==> config.mk <==
export PLATFORM = sky130hd
export DESIGN_NAME = rgb_pixel_effect_chain_unit
export DESIGN_NICKNAME = d
export VERILOG_FILES = /design/src/hw/rtl/pfx_pkg.sv /design/src/hw/rtl/rgb_pixel_effect_chain_unit.sv /design/src/hw/rtl/pfx_tone.sv /design/src/hw/rtl/pfx_level.sv /design/src/hw/rtl/pfx_sat.sv /design/src/hw/rtl/pfx_mix.sv
export VERILOG_INCLUDE_DIRS = /design/src /design/src/hw/rtl
export SDC_FILE = /design/constraint.sdc
export NUM_CORES = 2
export LEC_CHECK = 0
export BUFFER_PORTS_ARGS = -buffer_cell sky130_fd_sc_hd__buf_4
export CORE_ASPECT_RATIO = 0.7
export CORE_UTILIZATION = 50
export CTS_CLUSTER_DIAMETER = 150
export DETAILED_ROUTE_END_ITERATION = 8
export GPL_TIMING_DRIVEN = 0
export PLACE_DENSITY = 0.65
export SKIP_LAST_GASP = 1
export SLEW_MARGIN = 20
export SYNTH_ARGS = -nofsm -noshare
export SYNTH_HDL_FRONTEND = slang
export SYNTH_SLANG_ARGS = --single-unit
==> constraint.sdc <==
create_clock -name clk -period 21.6 [get_ports clk]
set_input_delay 2.16 -clock clk [delete_from_list [all_inputs] [get_ports clk]]
set_output_delay 2.16 -clock clk [all_outputs]
set_load 0.05 [all_outputs]
==> src/hw/rtl/assert_macros.svh <==
// assertion macros used by rgb_pixel_effect_chain_unit
// no dependencies; assertions compile away when SYNTHESIS is defined
`ifndef ASSERT_MACROS_SVH
`define ASSERT_MACROS_SVH
`ifndef SYNTHESIS
`define PFX_ASSERT_IMPL(label, clk, rst, ante, cons, msg) \
  label: assert property (@(posedge clk) disable iff (rst) (ante) |-> cons) else $error(msg);
`define PFX_ASSERT_NEXT(label, clk, rst, ante, cons, msg) \
  label: assert property (@(posedge clk) disable iff (rst) (ante) |=> cons) else $error(msg);
`else
`define PFX_ASSERT_IMPL(label, clk, rst, ante, cons, msg)
`define PFX_ASSERT_NEXT(label, clk, rst, ante, cons, msg)
`endif
`endif

==> src/hw/rtl/pfx_pkg.sv <==
// shared types, constants and arithmetic helpers of the pixel effect chain
// no dependencies
package pfx_pkg;

  // channel order inside a pixel word
  localparam int CH_RED   = 0;
  localparam int CH_GREEN = 1;
  localparam int CH_BLUE  = 2;
  localparam int NUM_CH   = 3;

  typedef logic [NUM_CH-1:0][7:0] chan3_t;

  // effect enable bit positions
  localparam int EN_INVERT   = 0;
  localparam int EN_MONO     = 1;
  localparam int EN_MONO_THR = 2;
  localparam int EN_QUANT    = 3;
  localparam int EN_EXPOSURE = 4;
  localparam int EN_CONTRAST = 5;
  localparam int EN_SAT      = 6;
  localparam int EN_BIAS     = 7;
  localparam int EN_SHIFT    = 8;

  // register indexes
  localparam logic [2:0] REG_EFFECT_ENABLES  = 3'd0;
  localparam logic [2:0] REG_MONO_THRESHOLD  = 3'd1;
  localparam logic [2:0] REG_QUANT_BITS      = 3'd2;
  localparam logic [2:0] REG_EXPOSURE_GAIN   = 3'd3;
  localparam logic [2:0] REG_CONTRAST_STEP   = 3'd4;
  localparam logic [2:0] REG_SATURATION_GAIN = 3'd5;
  localparam logic [2:0] REG_BIAS_CHANNEL    = 3'd6;
  localparam logic [2:0] REG_SHIFT_AMOUNT    = 3'd7;

  localparam logic [1:0] BIAS_NONE = 2'd3;

  // contrast decision points
  localparam logic [7:0] DARK_LIMIT   = 8'd100;
  localparam logic [7:0] BRIGHT_LIMIT = 8'd140;

  // quantize rescale: v * factor >> QUANT_FRAC
  localparam int QUANT_FRAC = 17;

  typedef struct packed {
    logic [8:0]  effect_enables;
    logic [7:0]  mono_threshold;
    logic [3:0]  quant_bits;
    logic [11:0] exposure_gain;
    logic [7:0]  contrast_step;
    logic [11:0] saturation_gain;
    logic [1:0]  bias_channel;
    logic [8:0]  shift_amount;
  } cfg_t;

  // sum of three channels, at most 765
  function automatic logic [9:0] sum3(input chan3_t c);
    return {2'b00, c[CH_RED]} + {2'b00, c[CH_GREEN]} + {2'b00, c[CH_BLUE]};
  endfunction

  // floor(s / 3) for s <= 765 by reciprocal multiply
  function automatic logic [7:0] div3_sum(input logic [9:0] s);
    logic [20:0] p;
    p = {11'd0, s} * 21'd683;
    return p[18:11];
  endfunction

  // floor(c / 3) for one channel
  function automatic logic [7:0] div3_chan(input logic [7:0] c);
    logic [16:0] p;
    p = {9'd0, c} * 17'd171;
    return p[16:9];
  endfunction

  // ceil(255 * 2^17 / (2^q - 1)) for q of 1 to 8
  function automatic logic [24:0] quant_factor(input logic [3:0] q);
    logic [24:0] f;
    case (q)
      4'd1:    f = 25'd33423360;
      4'd2:    f = 25'd11141120;
      4'd3:    f = 25'd4774766;
      4'd4:    f = 25'd2228224;
      4'd5:    f = 25'd1078173;
      4'd6:    f = 25'd530530;
      4'd7:    f = 25'd263177;
      default: f = 25'd131072;
    endcase
    return f;
  endfunction

endpackage

==> src/hw/rtl/rgb_pixel_effect_chain_unit.sv <==
// rgb pixel effect chain: 14 register stages, one pixel word accepted every cycle
// throughput: one word per cycle, busy is never raised; the receiver cannot stall
// rst (synchronous, active high) empties the pipeline and loads the register defaults
// depends on pfx_pkg, pfx_tone, pfx_level, pfx_sat, pfx_mix, assert_macros.svh
`include "assert_macros.svh"

module rgb_pixel_effect_chain_unit (
  input  logic        clk,
  input  logic        rst,
  // pixel in
  input  logic        start,
  output logic        busy,
  input  logic [7:0]  red_in,
  input  logic [7:0]  green_in,
  input  logic [7:0]  blue_in,
  // pixel out, one cycle strobe
  output logic        done,
  output logic [7:0]  red_out,
  output logic [7:0]  green_out,
  output logic [7:0]  blue_out,
  // register writes
  input  logic        cfg_write,
  input  logic [2:0]  cfg_index,
  input  logic [11:0] cfg_data
);

  pfx_pkg::cfg_t   cfg;

  logic            accept;
  pfx_pkg::chan3_t in_pix;

  logic            tone_valid;
  pfx_pkg::chan3_t tone_pix;
  logic            level_valid;
  pfx_pkg::chan3_t level_pix;
  logic            sat_valid;
  pfx_pkg::chan3_t sat_pix;
  logic            mix_valid;
  pfx_pkg::chan3_t mix_pix;

  // every stage advances every cycle, so the chain is always open
  assign busy   = 1'b0;
  assign accept = start && !busy;

  always_comb begin
    in_pix[pfx_pkg::CH_RED]   = red_in;
    in_pix[pfx_pkg::CH_GREEN] = green_in;
    in_pix[pfx_pkg::CH_BLUE]  = blue_in;
  end

  // register file; values are masked to the register width
  always_ff @(posedge clk) begin
    if (rst) begin
      cfg.effect_enables  <= 9'd0;
      cfg.mono_threshold  <= 8'd120;
      cfg.quant_bits      <= 4'd8;
      cfg.exposure_gain   <= 12'd256;
      cfg.contrast_step   <= 8'd0;
      cfg.saturation_gain <= 12'd256;
      cfg.bias_channel    <= pfx_pkg::BIAS_NONE;
      cfg.shift_amount    <= 9'd0;
    end else if (cfg_write) begin
      case (cfg_index)
        pfx_pkg::REG_EFFECT_ENABLES:  cfg.effect_enables  <= cfg_data[8:0];
        pfx_pkg::REG_MONO_THRESHOLD:  cfg.mono_threshold  <= cfg_data[7:0];
        pfx_pkg::REG_QUANT_BITS:      cfg.quant_bits      <= cfg_data[3:0];
        pfx_pkg::REG_EXPOSURE_GAIN:   cfg.exposure_gain   <= cfg_data[11:0];
        pfx_pkg::REG_CONTRAST_STEP:   cfg.contrast_step   <= cfg_data[7:0];
        pfx_pkg::REG_SATURATION_GAIN: cfg.saturation_gain <= cfg_data[11:0];
        pfx_pkg::REG_BIAS_CHANNEL:    cfg.bias_channel    <= cfg_data[1:0];
        pfx_pkg::REG_SHIFT_AMOUNT:    cfg.shift_amount    <= cfg_data[8:0];
        default: ;
      endcase
    end
  end

  // invert, mono, quantize (4 stages)
  pfx_tone u_tone (
    .clk       (clk),
    .rst       (rst),
    .cfg       (cfg),
    .in_valid  (accept),
    .in_pix    (in_pix),
    .out_valid (tone_valid),
    .out_pix   (tone_pix)
  );

  // exposure, contrast (3 stages)
  pfx_level u_level (
    .clk       (clk),
    .rst       (rst),
    .cfg       (cfg),
    .in_valid  (tone_valid),
    .in_pix    (tone_pix),
    .out_valid (level_valid),
    .out_pix   (level_pix)
  );

  // saturation (4 stages)
  pfx_sat u_sat (
    .clk       (clk),
    .rst       (rst),
    .cfg       (cfg),
    .in_valid  (level_valid),
    .in_pix    (level_pix),
    .out_valid (sat_valid),
    .out_pix   (sat_pix)
  );

  // bias, color rotate; last stage is the output register (3 stages)
  pfx_mix u_mix (
    .clk       (clk),
    .rst       (rst),
    .cfg       (cfg),
    .in_valid  (sat_valid),
    .in_pix    (sat_pix),
    .out_valid (mix_valid),
    .out_pix   (mix_pix)
  );

  assign done      = mix_valid;
  assign red_out   = mix_pix[pfx_pkg::CH_RED];
  assign green_out = mix_pix[pfx_pkg::CH_GREEN];
  assign blue_out  = mix_pix[pfx_pkg::CH_BLUE];

  // every accepted word comes out after the fixed latency, and nothing else does
  `PFX_ASSERT_IMPL(a_word_delivered, clk, rst, start && !busy, ##14 done, "accepted word not delivered")
  `PFX_ASSERT_IMPL(a_word_origin, clk, rst, done, $past(start && !busy, 14), "word without an accept")
  `PFX_ASSERT_NEXT(a_valid_chain, clk, rst, sat_valid, ##2 done, "word lost in the mix stages")

endmodule

==> src/hw/rtl/pfx_tone.sv <==
// invert, mono with threshold, and quantize: four register stages
// depends on pfx_pkg
module pfx_tone (
  input  logic             clk,
  input  logic             rst,
  input  pfx_pkg::cfg_t    cfg,
  input  logic             in_valid,
  input  pfx_pkg::chan3_t  in_pix,
  output logic             out_valid,
  output pfx_pkg::chan3_t  out_pix
);

  logic [3:0] valid;

  pfx_pkg::chan3_t s1_pix;
  logic [9:0]      s1_sum;
  pfx_pkg::chan3_t s2_pix;
  pfx_pkg::chan3_t s3_pix;
  logic [pfx_pkg::NUM_CH-1:0][32:0] s3_prod;
  pfx_pkg::chan3_t s4_pix;

  pfx_pkg::chan3_t inv_pix;
  pfx_pkg::chan3_t mono_pix;
  logic [7:0]      luma;
  logic [3:0]      qc;
  logic [3:0]      qshift;
  logic [24:0]     qfac;
  logic [pfx_pkg::NUM_CH-1:0][32:0] qprod;
  pfx_pkg::chan3_t quant_pix;

  always_ff @(posedge clk) begin
    if (rst) begin
      valid <= '0;
    end else begin
      valid <= {valid[2:0], in_valid};
    end
  end

  // invert
  always_comb begin
    inv_pix = cfg.effect_enables[pfx_pkg::EN_INVERT] ? ~in_pix : in_pix;
  end

  // mono
  always_comb begin
    luma = pfx_pkg::div3_sum(s1_sum);
    if (cfg.effect_enables[pfx_pkg::EN_MONO_THR]) begin
      luma = (luma > cfg.mono_threshold) ? 8'd255 : 8'd0;
    end
    if (cfg.effect_enables[pfx_pkg::EN_MONO]) begin
      mono_pix = {pfx_pkg::NUM_CH{luma}};
    end else begin
      mono_pix = s1_pix;
    end
  end

  // quantize: keep q top bits, rescale to full range
  always_comb begin
    if (cfg.quant_bits == 4'd0) begin
      qc = 4'd1;
    end else if (cfg.quant_bits > 4'd8) begin
      qc = 4'd8;
    end else begin
      qc = cfg.quant_bits;
    end
    qshift = 4'd8 - qc;
    qfac   = pfx_pkg::quant_factor(qc);
    for (int i = 0; i < pfx_pkg::NUM_CH; i++) begin
      qprod[i] = {25'd0, s2_pix[i] >> qshift[2:0]} * {8'd0, qfac};
    end
  end

  always_comb begin
    for (int i = 0; i < pfx_pkg::NUM_CH; i++) begin
      quant_pix[i] = cfg.effect_enables[pfx_pkg::EN_QUANT]
                     ? s3_prod[i][pfx_pkg::QUANT_FRAC+7:pfx_pkg::QUANT_FRAC] : s3_pix[i];
    end
  end

  always_ff @(posedge clk) begin
    s1_pix  <= inv_pix;
    s1_sum  <= pfx_pkg::sum3(inv_pix);
    s2_pix  <= mono_pix;
    s3_pix  <= s2_pix;
    s3_prod <= qprod;
    s4_pix  <= quant_pix;
  end

  assign out_valid = valid[3];
  assign out_pix   = s4_pix;

endmodule

==> src/hw/rtl/pfx_level.sv <==
// exposure gain and contrast step: three register stages
// depends on pfx_pkg
module pfx_level (
  input  logic             clk,
  input  logic             rst,
  input  pfx_pkg::cfg_t    cfg,
  input  logic             in_valid,
  input  pfx_pkg::chan3_t  in_pix,
  output logic             out_valid,
  output pfx_pkg::chan3_t  out_pix
);

  logic [2:0] valid;

  pfx_pkg::chan3_t s1_pix;
  logic [pfx_pkg::NUM_CH-1:0][19:0] s1_prod;
  pfx_pkg::chan3_t s2_pix;
  logic [9:0]      s2_sum;
  pfx_pkg::chan3_t s3_pix;

  logic [pfx_pkg::NUM_CH-1:0][19:0] eprod;
  pfx_pkg::chan3_t exp_pix;
  pfx_pkg::chan3_t con_pix;
  logic [7:0]      avg;
  logic [8:0]      up;

  always_ff @(posedge clk) begin
    if (rst) begin
      valid <= '0;
    end else begin
      valid <= {valid[1:0], in_valid};
    end
  end

  always_comb begin
    for (int i = 0; i < pfx_pkg::NUM_CH; i++) begin
      eprod[i] = {12'd0, in_pix[i]} * {8'd0, cfg.exposure_gain};
    end
  end

  // exposure saturates at full scale
  always_comb begin
    for (int i = 0; i < pfx_pkg::NUM_CH; i++) begin
      if (!cfg.effect_enables[pfx_pkg::EN_EXPOSURE]) begin
        exp_pix[i] = s1_pix[i];
      end else if (s1_prod[i][19:16] != 4'd0) begin
        exp_pix[i] = 8'd255;
      end else begin
        exp_pix[i] = s1_prod[i][15:8];
      end
    end
  end

  // contrast: step down when dark, up when bright
  always_comb begin
    avg     = pfx_pkg::div3_sum(s2_sum);
    up      = '0;
    con_pix = s2_pix;
    for (int i = 0; i < pfx_pkg::NUM_CH; i++) begin
      up = {1'b0, s2_pix[i]} + {1'b0, cfg.contrast_step};
      if (cfg.effect_enables[pfx_pkg::EN_CONTRAST]) begin
        if (avg <= pfx_pkg::DARK_LIMIT) begin
          con_pix[i] = (s2_pix[i] > cfg.contrast_step) ? s2_pix[i] - cfg.contrast_step : 8'd0;
        end else if (avg > pfx_pkg::BRIGHT_LIMIT) begin
          con_pix[i] = up[8] ? 8'd255 : up[7:0];
        end
      end
    end
  end

  always_ff @(posedge clk) begin
    s1_pix  <= in_pix;
    s1_prod <= eprod;
    s2_pix  <= exp_pix;
    s2_sum  <= pfx_pkg::sum3(exp_pix);
    s3_pix  <= con_pix;
  end

  assign out_valid = valid[2];
  assign out_pix   = s3_pix;

endmodule

==> src/hw/rtl/pfx_sat.sv <==
// saturation gain about the gray value: four register stages
// depends on pfx_pkg
module pfx_sat (
  input  logic             clk,
  input  logic             rst,
  input  pfx_pkg::cfg_t    cfg,
  input  logic             in_valid,
  input  pfx_pkg::chan3_t  in_pix,
  output logic             out_valid,
  output pfx_pkg::chan3_t  out_pix
);

  logic [3:0] valid;

  pfx_pkg::chan3_t s1_pix;
  logic [9:0]      s1_sum;
  pfx_pkg::chan3_t s2_pix;
  pfx_pkg::chan3_t s2_mag;
  logic [pfx_pkg::NUM_CH-1:0] s2_above;
  logic [7:0]      s2_gray;
  pfx_pkg::chan3_t s3_pix;
  logic [pfx_pkg::NUM_CH-1:0][19:0] s3_prod;
  logic [pfx_pkg::NUM_CH-1:0] s3_above;
  logic [7:0]      s3_gray;
  pfx_pkg::chan3_t s4_pix;

  logic [7:0]      gray;
  pfx_pkg::chan3_t mag;
  logic [pfx_pkg::NUM_CH-1:0] above;
  logic [pfx_pkg::NUM_CH-1:0][19:0] sprod;
  pfx_pkg::chan3_t sat_pix;
  logic [11:0]     t;
  logic [12:0]     hi;

  always_ff @(posedge clk) begin
    if (rst) begin
      valid <= '0;
    end else begin
      valid <= {valid[2:0], in_valid};
    end
  end

  // distance of each channel from gray
  always_comb begin
    gray = pfx_pkg::div3_sum(s1_sum);
    for (int i = 0; i < pfx_pkg::NUM_CH; i++) begin
      above[i] = s1_pix[i] >= gray;
      mag[i]   = above[i] ? s1_pix[i] - gray : gray - s1_pix[i];
    end
  end

  always_comb begin
    for (int i = 0; i < pfx_pkg::NUM_CH; i++) begin
      sprod[i] = {12'd0, s2_mag[i]} * {8'd0, cfg.saturation_gain};
    end
  end

  // scaled distance back onto gray, clamped
  always_comb begin
    t  = '0;
    hi = '0;
    for (int i = 0; i < pfx_pkg::NUM_CH; i++) begin
      t  = s3_prod[i][19:8];
      hi = {5'd0, s3_gray} + {1'b0, t};
      if (!cfg.effect_enables[pfx_pkg::EN_SAT]) begin
        sat_pix[i] = s3_pix[i];
      end else if (s3_above[i]) begin
        sat_pix[i] = (hi > 13'd255) ? 8'd255 : hi[7:0];
      end else if (t > {4'd0, s3_gray}) begin
        sat_pix[i] = 8'd0;
      end else begin
        sat_pix[i] = s3_gray - t[7:0];
      end
    end
  end

  always_ff @(posedge clk) begin
    s1_pix   <= in_pix;
    s1_sum   <= pfx_pkg::sum3(in_pix);
    s2_pix   <= s1_pix;
    s2_mag   <= mag;
    s2_above <= above;
    s2_gray  <= gray;
    s3_pix   <= s2_pix;
    s3_prod  <= sprod;
    s3_above <= s2_above;
    s3_gray  <= s2_gray;
    s4_pix   <= sat_pix;
  end

  assign out_valid = valid[3];
  assign out_pix   = s4_pix;

endmodule

==> src/hw/rtl/pfx_mix.sv <==
// channel bias and color rotate blend: three register stages
// depends on pfx_pkg
module pfx_mix (
  input  logic             clk,
  input  logic             rst,
  input  pfx_pkg::cfg_t    cfg,
  input  logic             in_valid,
  input  pfx_pkg::chan3_t  in_pix,
  output logic             out_valid,
  output pfx_pkg::chan3_t  out_pix
);

  logic [2:0] valid;

  pfx_pkg::chan3_t s1_pix;
  pfx_pkg::chan3_t s2_pix;
  logic [pfx_pkg::NUM_CH-1:0][16:0] s2_pw;
  logic [pfx_pkg::NUM_CH-1:0][16:0] s2_ps;
  pfx_pkg::chan3_t s3_pix;

  pfx_pkg::chan3_t bias_pix;
  logic [8:0]      w;
  logic [8:0]      iw;
  logic [pfx_pkg::NUM_CH-1:0][16:0] pw;
  logic [pfx_pkg::NUM_CH-1:0][16:0] ps;
  logic [7:0]      other;
  pfx_pkg::chan3_t blend_pix;
  logic [17:0]     bsum;

  always_ff @(posedge clk) begin
    if (rst) begin
      valid <= '0;
    end else begin
      valid <= {valid[1:0], in_valid};
    end
  end

  // bias: channels other than the kept one drop to a third
  always_comb begin
    for (int i = 0; i < pfx_pkg::NUM_CH; i++) begin
      if (cfg.effect_enables[pfx_pkg::EN_BIAS] && cfg.bias_channel != pfx_pkg::BIAS_NONE &&
          cfg.bias_channel != 2'(i)) begin
        bias_pix[i] = pfx_pkg::div3_chan(in_pix[i]);
      end else begin
        bias_pix[i] = in_pix[i];
      end
    end
  end

  // blend weights; small weight mixes in the previous channel, large the next
  always_comb begin
    w     = (cfg.shift_amount > 9'd256) ? 9'd256 : cfg.shift_amount;
    iw    = 9'd256 - w;
    other = '0;
    for (int i = 0; i < pfx_pkg::NUM_CH; i++) begin
      if (w <= 9'd128) begin
        other = s1_pix[(i == 0) ? pfx_pkg::NUM_CH - 1 : i - 1];
      end else begin
        other = s1_pix[(i == pfx_pkg::NUM_CH - 1) ? 0 : i + 1];
      end
      pw[i] = {8'd0, w} * {9'd0, other};
      ps[i] = {8'd0, iw} * {9'd0, s1_pix[i]};
    end
  end

  always_comb begin
    bsum = '0;
    for (int i = 0; i < pfx_pkg::NUM_CH; i++) begin
      bsum = {1'b0, s2_pw[i]} + {1'b0, s2_ps[i]};
      blend_pix[i] = cfg.effect_enables[pfx_pkg::EN_SHIFT] ? bsum[15:8] : s2_pix[i];
    end
  end

  always_ff @(posedge clk) begin
    s1_pix <= bias_pix;
    s2_pix <= s1_pix;
    s2_pw  <= pw;
    s2_ps  <= ps;
    s3_pix <= blend_pix;
  end

  assign out_valid = valid[2];
  assign out_pix   = s3_pix;

endmodule
; ---- Word level (Yosys, flattened, before mapping)
; Index checks and enable logic that the tools add are counted.
[word_totals]
reg_bits = 781
in_bits = 43
out_inout_bits = 26
elab_cells = 245
[op_classes]
n_addsub = 29
multipliers = 21
n_lt_le_gt_ge = 18
n_eq_ne = 17
n_shift = 3
muxes = 56
bitwise_logic = 1
n_reduce_logical = 18
[ops]
columns = cell, count
row1 = 2-to-1 mux 8 bit, 47
row2 = case mux 25 bit (7 select lines), 1
row3 = multiplier 8 x 12 -> 20 bit, 6
row4 = multiplier 9 x 8 -> 16 bit, 6
row5 = subtractor 8 bit, 12
row6 = multiplier 8 x 25 -> 25 bit, 3
row7 = "multiplier 10 x 10 -> 19 bit, second input constant", 3
row8 = adder 8 x 8 -> 9 bit, 6
row9 = adder 16 bit, 3
row10 = "multiplier 8 x 8 -> 16 bit, second input constant", 3
row11 = 2-to-1 mux 24 bit, 2
row12 = adder 8 x 12 -> 13 bit, 3
row13 = "greater-than comparator 13 x 8 -> 1 bit, second input constant", 3
row14 = greater-than comparator 12 x 8 -> 1 bit, 3
row15 = greater-than comparator 8 bit, 4
row16 = adder 10 x 8 -> 10 bit, 3
row17 = >= comparator 8 bit, 3
row18 = inverter 24 bit, 1
row19 = right shift 8 x 3 -> 8 bit, 3
row20 = 2-to-1 mux 7 bit, 3
row21 = "== test 4 x 3 -> 1 bit, second input constant", 4
row22 = AND reduction 2 bit, 8
row23 = "== test 3 bit, second input constant", 4
row24 = nonzero test 4 bit, 3
row25 = other kinds (19), 26

; ---- Depth between registers and ports, before layout
[logic_depth]
word_depth = 6
mapped_depth = 35
ltp_nobuf = 30

; ---- Hierarchy
; A second synthesis with hierarchy kept.
[hier_totals]
cells_unflattened = 8540
area_unflattened_um2 = 78506.5
[by_module_without_submodules]
columns = mod, instances, cells_each, area_each_um2, seq_area_each_um2
row1 = pfx_mix, 1, 2433, 21987.3, 3423.3
row2 = pfx_tone, 1, 2132, 19332.3, 2682.6
row3 = pfx_sat, 1, 2040, 19045.8, 3843.7
row4 = pfx_level, 1, 1692, 15528.6, 2422.3
row5 = rgb_pixel_effect_chain_unit, 1, 243, 2612.5, 1281.2

; ---- Worst setup path after synthesis
; Ideal clock, no wire load.
[synth_path]
path_kind = reg2reg
start = register cfg[45] (netlist name)
end = register u_tone.s3_prod[56] (netlist bit)
setup_ps = 118
arrival_ps = 7666
t_required_ps = 21482
slack_ps = 13816
stages_incl_launch_ff = 33
n_path_buf = 7
period_less_slack_ps = 7784
cell_sequence = dfxtp_1 > buf_6 > o21bai_4 > nand2_8 > buf_6 > buf_4 > ha_1 > ha_1 > clkbuf_1 > clkbuf_1 > buf_1 > mux2i_1 > clkbuf_1 > nor2_1 > nor2_1 > inv_1 > fa_1 > fa_1 > fa_1 > inv_1 > fa_1 > inv_1 > ha_1 > o211ai_1 > or4_1 > nor3_1 > nand3_1 > a41oi_1 > o21ai_2 > a2111oi_2 > o21a_1 > nor2_1 > xnor2_1
[synth_lines]
columns = item, line_no
row1 = to (signal assigned), pfx_tone.sv:85  ; s3_prod <= qprod;
row2 = to (decl), pfx_tone.sv:19  ; logic [pfx_pkg::NUM_CH-1:0][32:0] s3_prod;

==> metrics.txt <==
slowest CP cell or4_1; clock tree buffer depth 3; CP max stage delay around 0.67 ns; CTS tree built; sequential fraction of the synthesis area between 10% and 20%; #FFs+latches synth ~700; Setup Buffers After CTS 0; min Tclk post-route between 10 and 15 ns; Clock Latency Late Sink 0.71 ns; Post-synth ARST share 0%; P&R area growth vs syn 7.074%; status completed; Synth Area in Compound Gates around 8.6%; layout cell share with drive strength beyond 1 4.240%; CTS Sinks a little under 700; DR iter-0 viols around 4500; placer congestion estimate a little under 1; final worst path period share 47.48%; post-synthesis mux area share around 2.3%; Congestion Overflow GR 0; EDFF count, synth 0; DRC viols 0; Startpoint Class flop; vias in the first global route between 50000 and 60000; Hold Crit Class reg -> reg; RSZ-0062 raised after global routing no; setup TNS 0 ns; first-pass GRT wire length 334.6 mm; total number of vias 57880; full die area around 160000 µm²; Post-Syn Area per Cell roughly 9 µm²; Root Driver clkbuf_16; Worst Tran Pin Value roughly 1.3 ns; Final setup violation count 0; max cap viols 0; Num CTS Buffers 73; nets roughly 11000; largest net degree at the start of global routing 18; CORE AREA about 150000 µm²; crit path max fanout 10; total track usage between 20% and 30%; metal2 WL 87.37 mm; DRT Pass-1 Iters 8; Synth area leader fa_1; Slew HR around 16%; Port Buf Inserts between 50 and 60; DP Wirelength about 170 mm; Final Hold Vio Count 0; H-tree depth 3; initial antenna violation count 17; routed wire length about 210 mm; Starting Density approximately half; wire length on met1 101.3 mm; Post-DRT Antenna Nets 0; Main synth FF type dfxtp_1; Synth Area in Adders between 40% and 50%; synth warn 0; Synth Instances about 8500; Vias per Instance around 5.4; syn_nets ~11000; row count 120; Chip Height 331.9 µm; critical path class reg -> reg; Mapped Area around 78000 µm²; met3 wire length 17.84 mm; hold buffers post-CTS 0; clock-pin slew on the worst setup and hold paths about 0.07 ns; DR top layer met5; WL/cell a little under 20 µm; final max-slew violation count 0; Critical Path Sink Type flop; Die X ~470 µm; xor/xnor share of the synthesized area roughly 4.5%; critical path arrival ~11 ns; Boundary Pins 69; clk_skew approximately 0.044 ns; synth top area cells fa_1, ha_1, dfxtp_1; Fmax between 90 and 100 MHz; Post-Synth Simple-Gate Area roughly 14%; largest family of logic cells by synthesized area adder cells; top-area cell type share of the netlist area about a quarter; Synth cell types a little over 100; data required time of the worst path roughly 22 ns; PostCTS Resize Cnt 0
-- cell type report --
class,count,area (µm²)
diodes,3,7.507
plain buffers,302,1189
clock buffers,87,1949
clock inverters,48,509.2
fillers,13900,70340
inverters,1522,5718
multi-input cells,5984,57230
flip-flops and latches,682,13650
well taps,2074,2595
repair buffers,54,405.4
-- worst paths after layout --
check | startpoint | to | slack [ns] | cells past startpoint
setup / recovery | cfg[46] | u_tone.s3_prod[56] | 11.35 | 30
hold / removal | u_sat.s2_pix[22] | u_sat.s3_pix[22] | 0.32 | 0
setup reg to reg | cfg[46] | u_tone.s3_prod[56] | 11.35 | 30
hold reg to reg | u_sat.s2_pix[22] | u_sat.s3_pix[22] | 0.32 | 0
-- worst max-delay path, delay by kind of cell (launching register included) --
kind	cells	cell delay [ns]
flops	1	0.34
buf+inv	9	2.85
fa+ha+maj	7	2.87
simple gates	7	2.03
xor+xnor	1	0.13
mux	1	0.53
compound gates	5	1.35
-- cell usage in the layout, fill, tap and decap left out, types with 64 or more instances in the layout --
cell	synthesis	final
a21o_1	103	103
fa_1	1019	1019
xnor2_1	273	271
clkbuf_1	268	275
nand2b_1	71	71
and2_1	428	428
nand2_1	793	793
a21oi_1	315	315
ha_1	1120	1120
xor2_1	123	123
o21bai_1	64	64
o21ai_0	175	175
nor2b_1	74	74
inv_1	1520	1520
nor2_1	591	591
nor3_1	85	84
mux2_2	81	81
dfxtp_1	682	682
clkbuf_16	0	73
-- per-layer routing --
metal / vias up / GRT usage (%)
li1: 27130 / -
met1: 28530 / 41.17
met2: 1964 / 40.02
met3: 246 / 5.442
met4: 10 / 5.544
met5: - / 0
-- Yosys cell counts (all sizes together), types with 82 or more instances --
library cell  number
nand2            794
xnor2            273
o21ai            184
and2             428
dfxtp            682
clkbuf           268
inv             1520
nor3              88
xor2             123
ha              1120
a21o             103
mux2              82
nor2             593
a21oi            318
fa              1019
-- cells by family after synthesis --
group,count (synthesis)
and+or+nand+nor,2282
adders and majority gates,2141
buffers and inverters,1824
AOI/OAI and AO/OA,1010
DFF,682
xor gates and xnor gates,397
muxes,153
other,1
-- through the flow --
stage / worst slack, ns / std cells / area (µm²) / utilization, % / hold slack [ns]
floorplan: 13.82 / 8490 / 77750 / - / 0.3096
global placement: 11.79 / 10620 / 80750 / 52.57 / 0.3096
detailed placement: 11.66 / 10620 / 80780 / 52.59 / 0.3128
CTS: 11.58 / 10750 / 83240 / 54.19 / 0.3208
global route: 10.93 / 10760 / 83250 / 54.20 / 0.3275
finish: 11.35 / 10760 / 83250 / 54.20 / 0.3173
-- registers in the layout, indices dropped and copies added, names as in the netlist, 36 cells and up --
signal / count
u_mix.s2_pw: 48
u_level.s1_prod: 36
u_sat.s3_prod: 36
cfg: 64
u_mix.s2_ps: 48
Power is left out: the tool's default activity adds up to more than one toggle a clock period on the data nets, which glitch-free logic cannot reach.
